==> config.mk <==
export PLATFORM = sky130hd
export DESIGN_NAME = shp3_window
export DESIGN_NICKNAME = d
export VERILOG_FILES = /design/src/sv/shp3_pkg.sv /design/src/sv/shp3_kernel.sv /design/src/sv/shp3_window.sv
export SDC_FILE = /design/constraint.sdc
export NUM_CORES = 1
export LEC_CHECK = 0
export BUFFER_PORTS_ARGS = -buffer_cell sky130_fd_sc_hd__buf_2
export CORE_AREA = 5 5 145 286
export CTS_BUF_LIST = sky130_fd_sc_hd__clkbuf_8 sky130_fd_sc_hd__clkbuf_16
export CTS_CLUSTER_DIAMETER = 150
export CTS_CLUSTER_SIZE = 25
export DETAILED_ROUTE_END_ITERATION = 7
export DIE_AREA = 0 0 150 291
export PLACE_DENSITY = 0.73
export REMOVE_ABC_BUFFERS = 1
export SYNTH_ARGS = -nofsm -noshare
export SYNTH_HDL_FRONTEND = slang
export SYNTH_SLANG_ARGS = --single-unit
export TNS_END_PERCENT = 50
==> constraint.sdc <==
create_clock -name clk -period 7.4 [get_ports clk]
set_input_delay 1.48 -clock clk [delete_from_list [all_inputs] [get_ports clk]]
set_output_delay 1.48 -clock clk [all_outputs]
set_load 0.01 [all_outputs]
==> src/sv/shp3_pkg.sv <==
// Shared types, widths and register codes of the 3x3 RGB sharpening stream.
package shp3_pkg;

	localparam int MAX_WIDTH  = 1024;
	localparam int COL_W      = $clog2(MAX_WIDTH);
	localparam int WCFG_W     = COL_W + 1;
	localparam int ROW_W      = 16;
	localparam int CH_W       = 8;
	localparam int PIX_W      = 3 * CH_W;
	localparam int CFG_DATA_W = 16;
	localparam int CFG_IDX_W  = 1;

	localparam logic [CFG_IDX_W-1:0] CFG_IMAGE_WIDTH  = 1'd0;
	localparam logic [CFG_IDX_W-1:0] CFG_IMAGE_HEIGHT = 1'd1;

	localparam logic [WCFG_W-1:0] WIDTH_RST  = WCFG_W'(1024);
	localparam logic [ROW_W-1:0]  HEIGHT_RST = ROW_W'(768);

	typedef logic [PIX_W-1:0] pix_t;
	// one window column, indexed by row: [0] two rows up, [2] current row
	typedef pix_t [2:0] col_t;
	// window, indexed by column: [0] oldest, [2] newest
	typedef col_t [2:0] win_t;
	typedef logic [1:0] widx_t;

	// one pixel on its way from the line buffer to the window
	typedef struct packed {
		pix_t              upper;
		pix_t              middle;
		pix_t              px;
		logic [COL_W-1:0]  col;
		logic [ROW_W-1:0]  row;
		logic              x_left;
		logic              x_right;
		logic              y_up;
		logic              y_down;
		logic              col_is1;
		logic              row_is1;
	} s1_t;

endpackage

==> src/sv/shp3_kernel.sv <==
// Five-tap sharpening kernel with clipping for the three channels of one pixel.
module shp3_kernel (
	input  shp3_pkg::win_t             win,
	input  shp3_pkg::widx_t            kx,
	input  shp3_pkg::widx_t            kl,
	input  shp3_pkg::widx_t            ky,
	input  shp3_pkg::widx_t            ku,
	output logic [shp3_pkg::CH_W-1:0]  red,
	output logic [shp3_pkg::CH_W-1:0]  green,
	output logic [shp3_pkg::CH_W-1:0]  blue
);

	shp3_pkg::pix_t pc, pu, pd, pl, pr;

	function automatic logic [shp3_pkg::CH_W-1:0] sharpen(
		input logic [shp3_pkg::CH_W-1:0] c,
		input logic [shp3_pkg::CH_W-1:0] u,
		input logic [shp3_pkg::CH_W-1:0] d,
		input logic [shp3_pkg::CH_W-1:0] l,
		input logic [shp3_pkg::CH_W-1:0] r
	);
		logic signed [shp3_pkg::CH_W+3:0] s;
		logic [shp3_pkg::CH_W-1:0]        res;
		s = $signed({2'b00, c, 2'b00}) + $signed({4'b0000, c})
			- $signed({4'b0000, u}) - $signed({4'b0000, d})
			- $signed({4'b0000, l}) - $signed({4'b0000, r});
		if (s[shp3_pkg::CH_W+3]) begin
			res = '0;
		end else if (s > $signed((shp3_pkg::CH_W+4)'(255))) begin
			res = '1;
		end else begin
			res = s[shp3_pkg::CH_W-1:0];
		end
		return res;
	endfunction

	// right and lower neighbors always sit in the newest column and row
	always_comb begin
		pc = win[kx][ky];
		pu = win[kx][ku];
		pd = win[kx][2'd2];
		pl = win[kl][ky];
		pr = win[2'd2][ky];
		red   = sharpen(pc[2*shp3_pkg::CH_W +: shp3_pkg::CH_W],
			pu[2*shp3_pkg::CH_W +: shp3_pkg::CH_W],
			pd[2*shp3_pkg::CH_W +: shp3_pkg::CH_W],
			pl[2*shp3_pkg::CH_W +: shp3_pkg::CH_W],
			pr[2*shp3_pkg::CH_W +: shp3_pkg::CH_W]);
		green = sharpen(pc[shp3_pkg::CH_W +: shp3_pkg::CH_W],
			pu[shp3_pkg::CH_W +: shp3_pkg::CH_W],
			pd[shp3_pkg::CH_W +: shp3_pkg::CH_W],
			pl[shp3_pkg::CH_W +: shp3_pkg::CH_W],
			pr[shp3_pkg::CH_W +: shp3_pkg::CH_W]);
		blue  = sharpen(pc[0 +: shp3_pkg::CH_W],
			pu[0 +: shp3_pkg::CH_W],
			pd[0 +: shp3_pkg::CH_W],
			pl[0 +: shp3_pkg::CH_W],
			pr[0 +: shp3_pkg::CH_W]);
	end

endmodule

==> src/sv/shp3_window.sv <==
// 3x3 window, result sequencer and output register.
module shp3_window (
	input  logic                              clk,
	input  logic                              arst_n,
	input  logic                              v_s1,
	input  shp3_pkg::s1_t                     item_s1,
	output logic                              take,
	output logic                              out_valid,
	input  logic                              out_ready,
	output logic [shp3_pkg::CH_W-1:0]         out_red,
	output logic [shp3_pkg::CH_W-1:0]         out_green,
	output logic [shp3_pkg::CH_W-1:0]         out_blue,
	output logic [shp3_pkg::COL_W-1:0]        out_column,
	output logic [shp3_pkg::ROW_W-1:0]        out_row,
	output logic                              last_of_run,
	output logic                              frame_done
);

	shp3_pkg::win_t              win_q;
	logic                        busy_q, selx_q, sely_q;
	logic [shp3_pkg::COL_W-1:0]  c_q;
	logic [shp3_pkg::ROW_W-1:0]  r_q;
	logic                        xl_q, xr_q, yu_q, yd_q, c1_q, r1_q;
	logic                        out_free, emit, has_next, item_emits;
	shp3_pkg::widx_t             kx, kl, ky, ku;
	logic [shp3_pkg::CH_W-1:0]   k_red, k_green, k_blue;

	assign out_free   = !out_valid || out_ready;
	assign emit       = busy_q && out_free;
	assign has_next   = (!selx_q && xr_q) || (!sely_q && yd_q);
	assign take       = v_s1 && (!busy_q || (emit && !has_next));
	assign item_emits = (item_s1.x_left || item_s1.x_right) && (item_s1.y_up || item_s1.y_down);

	// clamp the left and upper taps at the frame edge
	always_comb begin
		kx = selx_q ? 2'd2 : 2'd1;
		ky = sely_q ? 2'd2 : 2'd1;
		if (selx_q) begin
			kl = xl_q ? 2'd1 : 2'd2;
		end else begin
			kl = c1_q ? 2'd1 : 2'd0;
		end
		if (sely_q) begin
			ku = yu_q ? 2'd1 : 2'd2;
		end else begin
			ku = r1_q ? 2'd1 : 2'd0;
		end
	end

	shp3_kernel u_kernel (
		.win   (win_q),
		.kx    (kx),
		.kl    (kl),
		.ky    (ky),
		.ku    (ku),
		.red   (k_red),
		.green (k_green),
		.blue  (k_blue)
	);

	always_ff @(posedge clk or negedge arst_n) begin
		if (!arst_n) begin
			win_q     <= '0;
			busy_q    <= 1'b0;
			selx_q    <= 1'b0;
			sely_q    <= 1'b0;
			out_valid <= 1'b0;
		end else begin
			if (take) begin
				win_q[0] <= win_q[1];
				win_q[1] <= win_q[2];
				win_q[2] <= {item_s1.px, item_s1.middle, item_s1.upper};
				busy_q   <= item_emits;
				selx_q   <= !item_s1.x_left;
				sely_q   <= !item_s1.y_up;
			end else if (emit) begin
				if (has_next) begin
					if (!selx_q && xr_q) begin
						selx_q <= 1'b1;
					end else begin
						sely_q <= 1'b1;
						selx_q <= !xl_q;
					end
				end else begin
					busy_q <= 1'b0;
				end
			end
			if (emit) begin
				out_valid <= 1'b1;
			end else if (out_ready) begin
				out_valid <= 1'b0;
			end
		end
	end

	always_ff @(posedge clk) begin
		if (take) begin
			c_q  <= item_s1.col;
			r_q  <= item_s1.row;
			xl_q <= item_s1.x_left;
			xr_q <= item_s1.x_right;
			yu_q <= item_s1.y_up;
			yd_q <= item_s1.y_down;
			c1_q <= item_s1.col_is1;
			r1_q <= item_s1.row_is1;
		end
		if (emit) begin
			out_red     <= k_red;
			out_green   <= k_green;
			out_blue    <= k_blue;
			out_column  <= selx_q ? c_q : c_q - shp3_pkg::COL_W'(1);
			out_row     <= sely_q ? r_q : r_q - shp3_pkg::ROW_W'(1);
			last_of_run <= !has_next;
			frame_done  <= selx_q && sely_q;
		end
	end

endmodule

==> results.yml <==
critical_path:
  reg2reg_from: "selx_q$_DFFE_PN0P_"
  cp.required_ns: 7.67
  crit_type: "flip-flop to flip-flop"
  critPathArrivalTime_ns: 6.53
  end_kind: "flip-flop"
  crit_start: "selx_q$_DFFE_PN0P_"
  cp-start-kind: "flip-flop"
  cp_max_fo: 45
yosys:
  synth.largest_area_cell: "dfrtp_1"
  synth_ff_type: "dfrtp_1"
  ys_seq_area_share_pct: 42.88
  ys_warn_count: 0
  synthCells: 1835
  synth-seq-cells: 280
  yosysUniqueCellTypes: 51
  syn-cell-area_um2: 17320
  netlist_top_cells_count: "nand2_1, dfrtp_1, inv_1"
  synth_most_common_cell: "nand2_1"
  synth.top_cell.area_share_pct: 28.32
  synthTopCellsByArea: "dfrtp_1, nand2_1, edfxtp_1"
  synth-edff-count: 84
  avgSynthCellArea_um2: 9.439
  async_flop_share_pct: 70.00
placed_design:
  dpl_cell_area_um2: 18520
  gp_congestion: 0.8230
  pre_cts_slack_ns: 1.235
  place_hpwl_mm: 26.76
  portBuffers: 161
global_routing:
  antenna_found_initial: 0
  grtUsageMet3_pct: 1.978
  grt_usage_pct: 17.69
  grt_util_met1_pct: 24.28
  top_usage_layer: "met2"
  first_global_vias: 12744
  grt_pass1_wl_mm: 64.22
  grt_use_met2_pct: 30.45
  grt_max_degree: 169
  overflow: 0
finish:
  filler_cell_count: 3718
  fin_area_um2: 18960
  drive_gt1_share_pct: 13.95
  nets: 2167
  ff_latch_area_um2: 7435
  num_antenna_cells: 0
  syn_to_final_growth_pct: 9.456
  multi_input_area_um2: 9024
  finish.utilization_pct: 48.39
sta:
  setup_slack_ns: 1.147
  fin_crit_ns: 6.253
  skew_ns: 0.02630
  worstMarginPinSlew_ns: 1.037
  maxSlewViolCount: 0
  hold_viol: 0
  setup_tns_ns: 0
  timing.fmax_mhz: 159.9
  finalCritPeriodShare_pct: 84.51
  maxSlewHeadroom_pct: 30.85
  timing.final.setup_violations: 0
  rsz0062_at_grt: "no"
floorplanning:
  core_region_area_um2: 39180
  io_pins: 162
  row_count: 103
  start_util_pct: 44.21
  die_w_um: 150
  dieArea_um2: 43650
  die_h_um: 291
clock_tree:
  clock_latency_ns: 0.53
  post_cts_resized: 0
  cts_root_buffer: "clkbuf_16"
  cts_tree: "done"
  post-cts-setup-buffer-count: 0
  cts-hold-fix-buffers: 0
  cts.sinks: 280
  clk_path_buf_depth: 3
  numCtsBuffers: 15
  clk_pin_slew_ns: 0.10
  cts.htree.levels: 1
drt:
  drtIter0Drc: 709
  vias: 12686
  wire_per_inst_um: 15.53
  drt_first_pass_iters: 5
  drc: 0
  drtAntennaViolNets: 0
  via_per_inst: 5.142
  drt_wl_total_mm: 38.32
hold_path:
  hold_start: "win_q[52]$_DFFE_PN0P_"
  hold_path.class: "flip-flop to flip-flop"
outcome:
  status: "completed"
run:
  drv_cap: 0
-- path summary, 6_finish.rpt --
| kind | slack [ns] | depth (start not counted) | to |
|---|---|---|---|
| worst min-delay path | 0.48 | 2 | win_q[52]$_DFFE_PN0P_ |
| worst max register to register | 1.15 | 20 | out_green[2]$_SDFFCE_PN0P_ |
| min in group asynchronous | 0.96 | 1 | win_q[192]$_DFFE_PN0P_ |
| max in group asynchronous | 5.03 | 2 | win_q[176]$_DFFE_PN0P_ |
| worst max-delay path | 1.15 | 20 | out_green[2]$_SDFFCE_PN0P_ |
| worst min register to register | 0.48 | 2 | win_q[52]$_DFFE_PN0P_ |
-- sequential cells by signal, indices dropped and copies added, names as in the netlist, 8 cells and up --
register and cells:
out_row 16, r_q 16, c_q 10, out_green 8, out_column 10, out_red 8, win_q 192, out_blue 8
-- worst max-delay path: stages, from the launching register on --
cell      delay (ns)
dfrtp_4         0.89
buf_4           0.70
mux2i_1         0.39
nand2b_1        0.15
o21a_1          0.17
inv_1           0.08
ha_1            0.30
a21o_1          0.16
a21oi_1         0.22
o21bai_1        0.12
a21oi_1         0.19
xor2_1          0.10
fa_1            0.49
inv_1           0.04
ha_1            0.34
a21oi_1         0.28
nor2_1          0.08
a211oi_1        0.27
a21oi_1         0.10
or4_1           0.63
o21a_1          0.24
-- placed cells by master (no fill, tap or decap), drive strengths merged, types with 40 or more instances in the layout --
| master | count |
|---|---|
| buf | 177 |
| edfxtp | 84 |
| a21oi | 63 |
| dfrtp | 196 |
| xnor2 | 42 |
| nand2 | 673 |
| ha | 50 |
| fa | 75 |
| nor2 | 40 |
| inv | 129 |
| mux2i | 76 |
-- per-layer routing --
layer	up-vias	wire length [µm]
met5	-	0
met1	6155	17080
met2	289	18890
li1	6214	-
met4	0	465
met3	28	1889
-- logic make-up after synthesis --
kind of cell               share of synthesized area (%)
and+or+nand+nor                                    19.06
DFF                                                42.88
buffers and inverters                              5.115
AOI/OAI and AO/OA                                  7.556
muxes                                              9.615
adders and majority gates                          12.28
xor gates and xnor gates                           3.489
-- per-stage QoR --
| step | instances | hold slack [ns] |
|---|---|---|
| after floorplan | 1739 | 0.4403 |
| after global placement | 2442 | 0.4490 |
| after detailed placement | 2442 | 0.4565 |
| after CTS | 2467 | 0.4811 |
| after global routing | 2467 | 0.4952 |
| final | 2467 | 0.4777 |
-- final cells by class --
| type | count | area share [%] |
|---|---|---|
| multi-input combinational | 1340 | 47.60 |
| sequential | 280 | 39.22 |
| timing repair buffer | 178 | 5.036 |
| tap | 525 | 3.465 |
| inverter | 119 | 2.396 |
| clock buffer | 15 | 1.980 |
| clock inverter | 10 | 0.3102 |
Power is left out: the tool's default activity adds up to more than one toggle a clock period on the data nets, which glitch-free logic cannot reach.
